<file path="config.mk">
export PLATFORM = sky130hd
export DESIGN_NAME = mono_framebuffer_page_flush
export DESIGN_NICKNAME = d
export VERILOG_FILES = /design/src/hw/rtl/mfpf_pkg.sv /design/src/hw/rtl/mfpf_datapath.sv /design/src/hw/rtl/mfpf_ctrl.sv /design/src/hw/rtl/mono_framebuffer_page_flush.sv
export SDC_FILE = /design/constraint.sdc
export NUM_CORES = 2
export LEC_CHECK = 0
export BUFFER_PORTS_ARGS = -buffer_cell sky130_fd_sc_hd__buf_2
export CAP_MARGIN = 20
export CORE_MARGIN = 1.5
export CORE_UTILIZATION = 35
export DETAILED_ROUTE_END_ITERATION = 10
export PLACE_DENSITY = 0.47
export SLEW_MARGIN = 20
export SYNTH_ARGS = -nofsm -noshare
export SYNTH_HDL_FRONTEND = slang
export SYNTH_SLANG_ARGS = --single-unit
</file>
<file path="constraint.sdc">
create_clock -name clk_i -period 15.6 [get_ports clk_i]
set_input_delay 1.56 -clock clk_i [delete_from_list [all_inputs] [get_ports clk_i]]
set_output_delay 1.56 -clock clk_i [all_outputs]
set_load 0.01 [all_outputs]
</file>
<file path="src/hw/rtl/mfpf_pkg.sv">
package mfpf_pkg;

  localparam int SCREEN_WIDTH  = 128;
  localparam int SCREEN_HEIGHT = 32;

  localparam int ROW_BYTES   = (SCREEN_WIDTH + 7) / 8;
  localparam int PAGE_COUNT  = (SCREEN_HEIGHT + 7) / 8;
  localparam int STORE_BYTES = ROW_BYTES * SCREEN_HEIGHT;

  localparam int ADDR_W = $clog2(STORE_BYTES);
  localparam int PAGE_W = (PAGE_COUNT > 1) ? $clog2(PAGE_COUNT) : 1;
  localparam int OFF_W  = $clog2(SCREEN_WIDTH + 1);
  localparam int COL_W  = $clog2(SCREEN_WIDTH);
  localparam int ROW_W  = $clog2(PAGE_COUNT * 8);

  // fixed field widths of the item ports
  localparam int PIX_X_W = 7;
  localparam int PIX_Y_W = 5;

  localparam logic [7:0] PAGE_CMD_BASE = 8'hB0;

  localparam logic ACTION_PIXEL = 1'b0;
  localparam logic ACTION_FLUSH = 1'b1;

  typedef struct packed {
    logic clr_wr;
    logic in_load;
    logic pix_rd;
    logic pix_wr;
    logic gather_rd;
    logic out_load;
  } mfpf_cmd_t;

  typedef struct packed {
    logic clr_last;
    logic in_action;
    logic in_pix_ok;
    logic pos_is_cmd;
    logic gather_last;
    logic out_free;
  } mfpf_sts_t;

endpackage

</file>
<file path="src/hw/rtl/mfpf_datapath.sv">
module mfpf_datapath import mfpf_pkg::*; (
  input  logic               clk_i,
  input  logic               rst_ni,
  input  mfpf_cmd_t          cmd_i,
  output mfpf_sts_t          sts_o,
  input  logic               action_i,
  input  logic [PIX_X_W-1:0] pixel_x_i,
  input  logic [PIX_Y_W-1:0] pixel_y_i,
  input  logic               pixel_on_i,
  output logic               out_valid_o,
  input  logic               out_ready_i,
  output logic [7:0]         out_byte_o,
  output logic               is_command_o,
  output logic               last_o
);

  logic [7:0] mem_q [STORE_BYTES];
  logic [7:0] rdata_q;

  logic [ADDR_W-1:0]  clr_addr_q, clr_addr_d;
  logic [PIX_X_W-1:0] pix_x_q;
  logic [PIX_Y_W-1:0] pix_y_q;
  logic               pix_on_q;

  logic [PAGE_W-1:0] page_q, page_d;
  logic [OFF_W-1:0]  offset_q, offset_d;
  logic [2:0]        cnt_q, cnt_d;

  logic       cap_en_q;
  logic [2:0] cap_idx_q;
  logic       cap_ok_q;
  logic [7:0] data_sr_q;

  logic       out_valid_q;
  logic [7:0] out_byte_q;
  logic       is_command_q;
  logic       last_q;

  logic [COL_W-1:0]  col;
  logic [ROW_W-1:0]  row;
  logic              row_ok;
  logic [ADDR_W-1:0] pix_addr;
  logic [ADDR_W-1:0] gather_addr;
  logic [ADDR_W-1:0] mem_addr;
  logic              mem_we;
  logic [7:0]        mem_wdata;
  logic [7:0]        pix_mask;
  logic              is_cmd;
  logic              page_end;
  logic              last_page;

  assign is_cmd    = (offset_q == '0);
  assign page_end  = (offset_q == OFF_W'(SCREEN_WIDTH));
  assign last_page = (page_q == PAGE_W'(PAGE_COUNT - 1));

  // data byte c of a page is column c, at stream offset c + 1
  assign col      = COL_W'(offset_q - OFF_W'(1));
  assign row      = ROW_W'(int'(page_q) * 8 + int'(cnt_q));
  assign row_ok   = (int'(row) < SCREEN_HEIGHT);
  assign pix_addr = ADDR_W'(int'(pix_y_q) * ROW_BYTES + int'(pix_x_q >> 3));
  assign gather_addr = ADDR_W'(int'(row) * ROW_BYTES + int'(col >> 3));
  assign pix_mask = 8'(1) << pix_x_q[2:0];

  always_comb begin
    if (cmd_i.clr_wr) begin
      mem_addr = clr_addr_q;
    end else if (cmd_i.pix_rd || cmd_i.pix_wr) begin
      mem_addr = pix_addr;
    end else begin
      mem_addr = gather_addr;
    end
  end

  assign mem_we    = cmd_i.clr_wr | cmd_i.pix_wr;
  assign mem_wdata = cmd_i.clr_wr ? 8'h00 :
                     (pix_on_q ? (rdata_q | pix_mask) : (rdata_q & ~pix_mask));

  always_ff @(posedge clk_i) begin
    if (mem_we) begin
      mem_q[mem_addr] <= mem_wdata;
    end
    rdata_q <= mem_q[mem_addr];
  end

  assign clr_addr_d = cmd_i.clr_wr ? clr_addr_q + ADDR_W'(1) : clr_addr_q;

  always_comb begin
    cnt_d = cnt_q;
    if (cmd_i.in_load) begin
      cnt_d = '0;
    end else if (cmd_i.gather_rd) begin
      cnt_d = cnt_q + 3'd1;
    end
  end

  always_comb begin
    page_d   = page_q;
    offset_d = offset_q;
    if (cmd_i.out_load) begin
      if (page_end) begin
        offset_d = '0;
        page_d   = last_page ? '0 : page_q + PAGE_W'(1);
      end else begin
        offset_d = offset_q + OFF_W'(1);
      end
    end
  end

  always_ff @(posedge clk_i or negedge rst_ni) begin
    if (!rst_ni) begin
      clr_addr_q  <= '0;
      page_q      <= '0;
      offset_q    <= '0;
      cnt_q       <= '0;
      cap_en_q    <= 1'b0;
      out_valid_q <= 1'b0;
    end else begin
      clr_addr_q <= clr_addr_d;
      page_q     <= page_d;
      offset_q   <= offset_d;
      cnt_q      <= cnt_d;
      cap_en_q   <= cmd_i.gather_rd;
      if (cmd_i.out_load) begin
        out_valid_q <= 1'b1;
      end else if (out_ready_i) begin
        out_valid_q <= 1'b0;
      end
    end
  end

  always_ff @(posedge clk_i) begin
    if (cmd_i.in_load) begin
      pix_x_q  <= pixel_x_i;
      pix_y_q  <= pixel_y_i;
      pix_on_q <= pixel_on_i;
    end
    cap_idx_q <= cnt_q;
    cap_ok_q  <= row_ok;
    // read data lands in the cycle after the address; rows past the screen read as 0
    if (cap_en_q) begin
      data_sr_q[cap_idx_q] <= cap_ok_q & rdata_q[col[2:0]];
    end
    if (cmd_i.out_load) begin
      out_byte_q   <= is_cmd ? (PAGE_CMD_BASE + 8'(page_q)) : data_sr_q;
      is_command_q <= is_cmd;
      last_q       <= ~is_cmd & page_end & last_page;
    end
  end

  assign sts_o.clr_last    = (clr_addr_q == ADDR_W'(STORE_BYTES - 1));
  assign sts_o.in_action   = action_i;
  assign sts_o.in_pix_ok   = (int'(pixel_x_i) < SCREEN_WIDTH) &&
                             (int'(pixel_y_i) < SCREEN_HEIGHT);
  assign sts_o.pos_is_cmd  = is_cmd;
  assign sts_o.gather_last = (cnt_q == 3'd7);
  assign sts_o.out_free    = ~out_valid_q | out_ready_i;

  assign out_valid_o  = out_valid_q;
  assign out_byte_o   = out_byte_q;
  assign is_command_o = is_command_q;
  assign last_o       = last_q;

endmodule

</file>
<file path="src/hw/rtl/mfpf_ctrl.sv">
module mfpf_ctrl import mfpf_pkg::*; (
  input  logic      clk_i,
  input  logic      rst_ni,
  input  logic      in_valid_i,
  output logic      in_ready_o,
  input  mfpf_sts_t sts_i,
  output mfpf_cmd_t cmd_o
);

  localparam logic [2:0] S_CLEAR  = 3'd0;
  localparam logic [2:0] S_IDLE   = 3'd1;
  localparam logic [2:0] S_PIX_RD = 3'd2;
  localparam logic [2:0] S_PIX_WR = 3'd3;
  localparam logic [2:0] S_GATHER = 3'd4;
  localparam logic [2:0] S_GFIN   = 3'd5;
  localparam logic [2:0] S_EMIT   = 3'd6;

  logic [2:0] state_q, state_d;
  logic       in_fire;

  assign in_ready_o = (state_q == S_IDLE);
  assign in_fire    = in_valid_i & in_ready_o;

  always_comb begin
    state_d = state_q;
    cmd_o   = '0;
    unique case (state_q)
      S_CLEAR: begin
        cmd_o.clr_wr = 1'b1;
        if (sts_i.clr_last) begin
          state_d = S_IDLE;
        end
      end
      S_IDLE: begin
        if (in_fire) begin
          cmd_o.in_load = 1'b1;
          if (sts_i.in_action == ACTION_FLUSH) begin
            state_d = sts_i.pos_is_cmd ? S_EMIT : S_GATHER;
          end else if (sts_i.in_pix_ok) begin
            state_d = S_PIX_RD;
          end
        end
      end
      S_PIX_RD: begin
        cmd_o.pix_rd = 1'b1;
        state_d      = S_PIX_WR;
      end
      S_PIX_WR: begin
        cmd_o.pix_wr = 1'b1;
        state_d      = S_IDLE;
      end
      S_GATHER: begin
        cmd_o.gather_rd = 1'b1;
        if (sts_i.gather_last) begin
          state_d = S_GFIN;
        end
      end
      S_GFIN: begin
        // last row byte is captured at this edge
        state_d = S_EMIT;
      end
      S_EMIT: begin
        if (sts_i.out_free) begin
          cmd_o.out_load = 1'b1;
          state_d        = S_IDLE;
        end
      end
      default: begin
        state_d = S_IDLE;
      end
    endcase
  end

  always_ff @(posedge clk_i or negedge rst_ni) begin
    if (!rst_ni) begin
      state_q <= S_CLEAR;
    end else begin
      state_q <= state_d;
    end
  end

endmodule

</file>
<file path="src/hw/rtl/mono_framebuffer_page_flush.sv">
// Set-pixel transaction: accept, byte read, byte write; no result.
// Flush transaction: after accept the result loads as a command byte, or as a data byte
// after 8 frame memory reads; the load waits while the output register is full.
// One transaction at a time; a result waits in the output register while the next is taken.
// After reset a clearing pass zeroes the 512-byte frame memory, one byte per cycle,
// so in_ready_o stays low until the pass ends; the flush position resets to page 0.
module mono_framebuffer_page_flush import mfpf_pkg::*; (
  input  logic               clk_i,
  input  logic               rst_ni,
  input  logic               in_valid_i,
  output logic               in_ready_o,
  input  logic               action_i,
  input  logic [PIX_X_W-1:0] pixel_x_i,
  input  logic [PIX_Y_W-1:0] pixel_y_i,
  input  logic               pixel_on_i,
  output logic               out_valid_o,
  input  logic               out_ready_i,
  output logic [7:0]         out_byte_o,
  output logic               is_command_o,
  output logic               last_o
);

  mfpf_cmd_t cmd;
  mfpf_sts_t sts;

  mfpf_ctrl u_ctrl (
    .clk_i      (clk_i),
    .rst_ni     (rst_ni),
    .in_valid_i (in_valid_i),
    .in_ready_o (in_ready_o),
    .sts_i      (sts),
    .cmd_o      (cmd)
  );

  mfpf_datapath u_datapath (
    .clk_i        (clk_i),
    .rst_ni       (rst_ni),
    .cmd_i        (cmd),
    .sts_o        (sts),
    .action_i     (action_i),
    .pixel_x_i    (pixel_x_i),
    .pixel_y_i    (pixel_y_i),
    .pixel_on_i   (pixel_on_i),
    .out_valid_o  (out_valid_o),
    .out_ready_i  (out_ready_i),
    .out_byte_o   (out_byte_o),
    .is_command_o (is_command_o),
    .last_o       (last_o)
  );

endmodule

</file>
Word level (Yosys, flattened, before mapping)
Memory sizes are Yosys's and may differ from the RTL's. A register that Yosys moved wholly into a read port is not among the register bits.
Cells that the tools add are included.
{ "op_classes": {"mux": 33, "shift": 1, "n_bitwise": 10, "order_cmp": 3, "n_reduce_logical": 8, "addsub": 9, "eq_ne": 14} }
{ "op_table": {"columns": ["op", "count"], "rows": [
  ["$mux W8", 4],
  ["$mux W3", 7],
  ["$add A9 B4 Y9", 2],
  ["$mux W9", 2],
  ["$pmux W3 S6", 1],
  ["$mux W1", 14],
  ["$eq A3 B3 Y1 const B", 4],
  ["$add A9 B1 Y9 const B", 1],
  ["$eq A9 B9 Y1 const B", 1],
  ["$add A8 B1 Y8 const B", 1],
  ["$add A8 B2 Y8 const A", 1],
  ["$and A8 B8 Y8", 1],
  ["$bwmux W8", 1],
  ["$eq A8 B8 Y1 const B", 1],
  ["$logic_not A8 Y1", 1],
  ["$lt A3 B4 Y1 const B", 2],
  ["$ne A2 B2 Y1 const B", 4],
  ["$not A8 Y8", 1],
  ["$or A8 B8 Y8", 1],
  ["$shl A1 B3 Y8 const A", 1],
  ["$sub A7 B1 Y7 const B", 1],
  ["$eq A3 B2 Y1 const B", 2],
  ["$add A5 B3 Y5", 1],
  ["$mux W2", 2],
  ["other kinds (16)", 21]
]} }
{ "totals": {"ram_bits": 4096, "output_inout_bits": 12, "mem_count": 1, "register_bits": 61, "word_cells": 94, "inputBits": 18} }
{ "memory_table": {"columns": ["memory", "depth", "word_bits", "rd", "rd_clocked_by_memory_dff", "write_ports", "line_no", "rtl"], "rows": [
  ["u_datapath.mem_q", 512, 8, 1, 1, 1, "mfpf_datapath.sv:17", "logic [7:0] mem_q [STORE_BYTES];"]
]} }

Logic depth before layout (Yosys ltp)
{ "depth": {"word_depth": 5, "mapped_depth": 18, "mapped_depth_nobuf": 12} }

Cells and area by module
From an unflattened synthesis, not the netlist that was laid out.
{ "unflattened": {"hier_cells": 9344, "hier_area_um2": 161946.6} }
{ "modules_own_cells": {"columns": ["mod", "cells_per_inst", "seq_area_each_um2", "instances", "area_each_um2"], "rows": [
  ["mfpf_datapath", 9313, 124749.6, 1, 161710.1],
  ["mfpf_ctrl", 31, 75.1, 1, 236.5]
]} }

Worst setup path after synthesis
Ideal clock, no wire load.
{ "synth_timing": {"path_type": "register to register", "startpoint": "register u_ctrl.state_q[0]", "endpoint": "memory u_datapath.mem_q[0][0] (data pin)", "synth_period_minus_slack_ns": 15.247, "required_ns": 13.025, "path_stages_with_launch": 5, "path_slack_ns": 0.353, "setup_time_ns": 2.575, "arrival_ns": 12.671, "path_buffers": 2, "path_cell_list": "dfrtp_1 buf_2 nor3_1 clkbuf_1 nor2_1"} }
{ "synth_via": {"elab_chain_len": 3} }
{ "synth_lines": {"columns": ["item", "line_no", "rtl"], "rows": [
  ["start, declared", "mfpf_ctrl.sv:18", "logic [2:0] state_q, state_d;"],
  ["start signal, assigned", "mfpf_ctrl.sv:78", "state_q <= state_d;"],
  ["$logic_not A3 Y1", "mfpf_ctrl.sv:27", "unique case (state_q)"],
  ["$mux W1", "mfpf_ctrl.sv:27", null],
  ["$mux W8", "mfpf_datapath.sv:75", "assign mem_wdata = cmd_i.clr_wr ? 8'h00 :"],
  ["via u_datapath.mem_wdata[0]", "mfpf_datapath.sv:46", "logic [7:0] mem_wdata;"],
  ["end, declared", "mfpf_datapath.sv:17", null]
]} }
The timed path passes the listed nets, and every way through them passes these cells.

Worst setup path after layout
{ "layout_timing": {"startpoint": "register u_ctrl.state_q[2]", "endpoint": "memory u_datapath.mem_q[120][0], enable pin"} }
{ "layout_via": {"elab_chain_len": 5, "word_cells_on_any_way": 12, "cone_classes": "2 x eq/ne; 7 x mux; 1 x bitwise; 2 x reduce/logical"} }
{ "layout_lines": {"columns": ["item", "line_no"], "rows": [
  ["$eq A3 B2 Y1 or $logic_not A3 Y1 (tied branches)", "mfpf_ctrl.sv:27"],
  ["$mux W1", "mfpf_ctrl.sv:27"],
  ["$or A1 B1 Y1 or $logic_or A1 B1 Y1 (tied branches)", "mfpf_datapath.sv:74, mfpf_datapath.sv:67"],
  ["$mux W1 or $mux W9 (tied branches)", "mfpf_datapath.sv:79, mfpf_datapath.sv:67"],
  ["$mux W1 (not written as such) or $mux W9 (tied branches)", "mfpf_datapath.sv:80, mfpf_datapath.sv:65"]
]} }
Parallel ways exist; a longest one is shown, timed or not.

==> out/qor.csv <==
metric,value,unit
nFillCells,41861,
arrival,8.16,ns
synth_warnings,0,
hold_buffers,0,
vias,92075,
leakage,58.2,nW
setup_tns,0,ns
avgSynthCellArea,16.2,µm²
track_usage,20.8,%
cts.sinks,4165,
initial_core_util,35.2,%
grt_start_max_net_pins,191,
place_hpwl,291000,µm
cts_tree,yes,
drc,0,
power,44.4,mW
synth_ff_type,edfxtp_1,
viasPerCell,5.55,
synth_edf_count,4127,
min_period_over_period,48.2,%
max-vdd-ir-drop,0.266,mV
syn_area,162000,µm²
dpl-instance-area,170000,µm²
regArea,125000,µm²
postCtsSetupRepairBufs,0,
fin_crit,7.52,ns
pin_count,30,
area_growth,13.5,%
cts_buffers,437,
finalSetupViolCount,0,
syn_nets,10063,
fp-row-count,249,
multi_input_comb_area,35000,µm²
place_inst,15757,
crit_fanout,54,
ys_types,73,
synth-seq-cells,4165,
final_nets,10079,
die_w,684,µm
power_density,241,nW/µm²
clock_latency,1.03,ns
rsz0062_at_grt,false,
drv_cap,0,
end_kind,flip-flop,
mostFrequentLayoutCells,"edfxtp_1 (4127), nand2_1 (1802), a21oi_1 (577), nor2_1 (543), nand3_1 (469)",
die_area,467000,µm²
fp.coreArea,460000,µm²
antenna_found_initial,39,
ys_seq_area_share,77.0,%
status,completed,
crit_type,flip-flop to flip-flop,
stdcell_count,16591,
hold_viol,0,
cts-root-buf,clkbuf_16,
worst_pin_slew,1.45,ns
wl_per_cell,30.1,µm
cts_resized,0,
port_buffers,29,
htree_levels,5,
routed_wl,499000,µm
drive_above_1_share,14.0,%
worstSetupStartpointType,flip-flop,
mostFrequentLayoutCell,edfxtp_1,
die_h,684,µm
gp_congestion,0.831,
path_clk_slew,0.07,ns
skew,0.0832,ns
fin_area,184000,µm²
timing.hold.ws,0.493,ns
first_global_vias,91339,
finalMaxSlewViolations,0,
clockBufferDepth,4,
fmax,133,MHz
dr.pass1.iters,8,
grt_pass1_wl,705000,µm
ant_nets,0,
drt_iter0_drc,10337,
slew_headroom,3.33,%
grt_overflow,0,
worstHoldPathType,flip-flop to flip-flop,
worstPathRequired,16.25,ns
async_reset_ff_share,0.648,%
synth_cells,10037,
-- critical path, stage by stage (launching register included) --
cell     delay, ns
dfrtp_1       0.78
inv_1         0.37
nand3_1       0.26
a31o_4        0.61
buf_4         0.84
buf_4         0.62
buf_4         0.53
buf_4         0.64
nor2_1        0.41
nand2_4       0.61
buf_4         0.77
nor2_1        0.41
-- sequential cells by signal (all words and copies together), names as in the netlist --
name,flops
u_datapath.is_command_o,1
u_datapath.page_q,2
u_datapath.pix_on_q,1
u_datapath.pix_y_q,5
u_datapath.rdata_q,8
u_datapath.pix_x_q,7
u_datapath.cnt_q,3
u_ctrl.state_q,3
u_datapath.out_byte_o,8
u_datapath.cap_en_q,1
u_datapath.cap_idx_q,3
u_datapath.clr_addr_q,9
u_datapath.last_o,1
u_datapath.offset_q,8
u_datapath.mem_q,4096
u_datapath.out_valid_o,1
u_datapath.data_sr_q,8
-- synth_stat cells, types with 83 or more instances --
library cell / number / share of area, %
nor2_1: 578 / 1.3
nand2_1: 1819 / 4.2
clkbuf_1: 397 / 0.92
nand3_1: 470 / 1.5
a32oi_1: 183 / 0.99
a21oi_1: 580 / 1.8
mux4_2: 460 / 6.4
buf_1: 156 / 0.36
a22oi_1: 418 / 1.9
buf_2: 95 / 0.29
edfxtp_1: 4127 / 76
and3_1: 83 / 0.32
-- final cells by class --
type	count	area share (%)
clock inverters	275	1.46
clock buffers	540	6.28
flip-flops and latches	4165	67.8
diodes	13	0.0177
well taps	6149	4.18
repair buffers	254	1.21
inverters	6	0.0122
multi-input cells	5189	19.0
-- power by group --
group | internal, mW | total, mW | switching [mW] | leakage [nW]
clock network | 6.00 | 10.5 | 4.46 | 6.97
logic | 5.43 | 19.4 | 13.9 | 13.2
registers | 14.4 | 14.6 | 0.108 | 38.0
total | 25.9 | 44.4 | 18.5 | 58.2
-- metal layers --
layer  GRT usage, %  wire length [µm]  up-vias
met1           29.3            214000    48578
met2           33.1            234000     3545
met5              0                62        -
li1               -                 -    39253
met3           3.61             35500      689
met4           6.22             15500       10
-- stage by stage --
| step | utilization (%) | setup WS [ns] |
|---|---|---|
| after global routing | 40.0 | 7.87 |
| after global placement | 36.8 | 8.15 |
| after floorplan | - | 0.353 |
| final | 40.0 | 8.08 |
| after detailed placement | 36.8 | 8.14 |
| after CTS | 39.9 | 8.07 |
-- cell families (layout without fill, tap and decap cells) --
kind of cell,count (synthesis),after routing,synth area share [%]
AOI/OAI and AO/OA,1491,1491,6.17
xor gates and xnor gates,11,11,0.0594
adders and majority gates,8,8,0.0617
buffers and inverters,683,1075,1.74
DFF,4165,4165,77.0
muxes,556,556,6.99
other,0,13,0
and+or+nand+nor,3123,3123,7.98
-- final timing paths --
path                                          start  slack (ns)                        to  cells past startpoint
worst max-delay path              u_ctrl.state_q[2]        8.08  u_datapath.mem_q[120][0]                     11
worst min-delay path            u_datapath.cnt_q[2]        0.49   u_datapath.cap_idx_q[2]                      0
worst max register to register    u_ctrl.state_q[2]        8.08  u_datapath.mem_q[120][0]                     11
worst min register to register  u_datapath.cnt_q[2]        0.49   u_datapath.cap_idx_q[2]                      0
max in group asynchronous                    rst_ni       14.55    u_datapath.offset_q[3]                      1
min in group asynchronous                    rst_ni        0.58         u_ctrl.state_q[2]                      1
No activity file was read; power rests on OpenSTA's default activity.
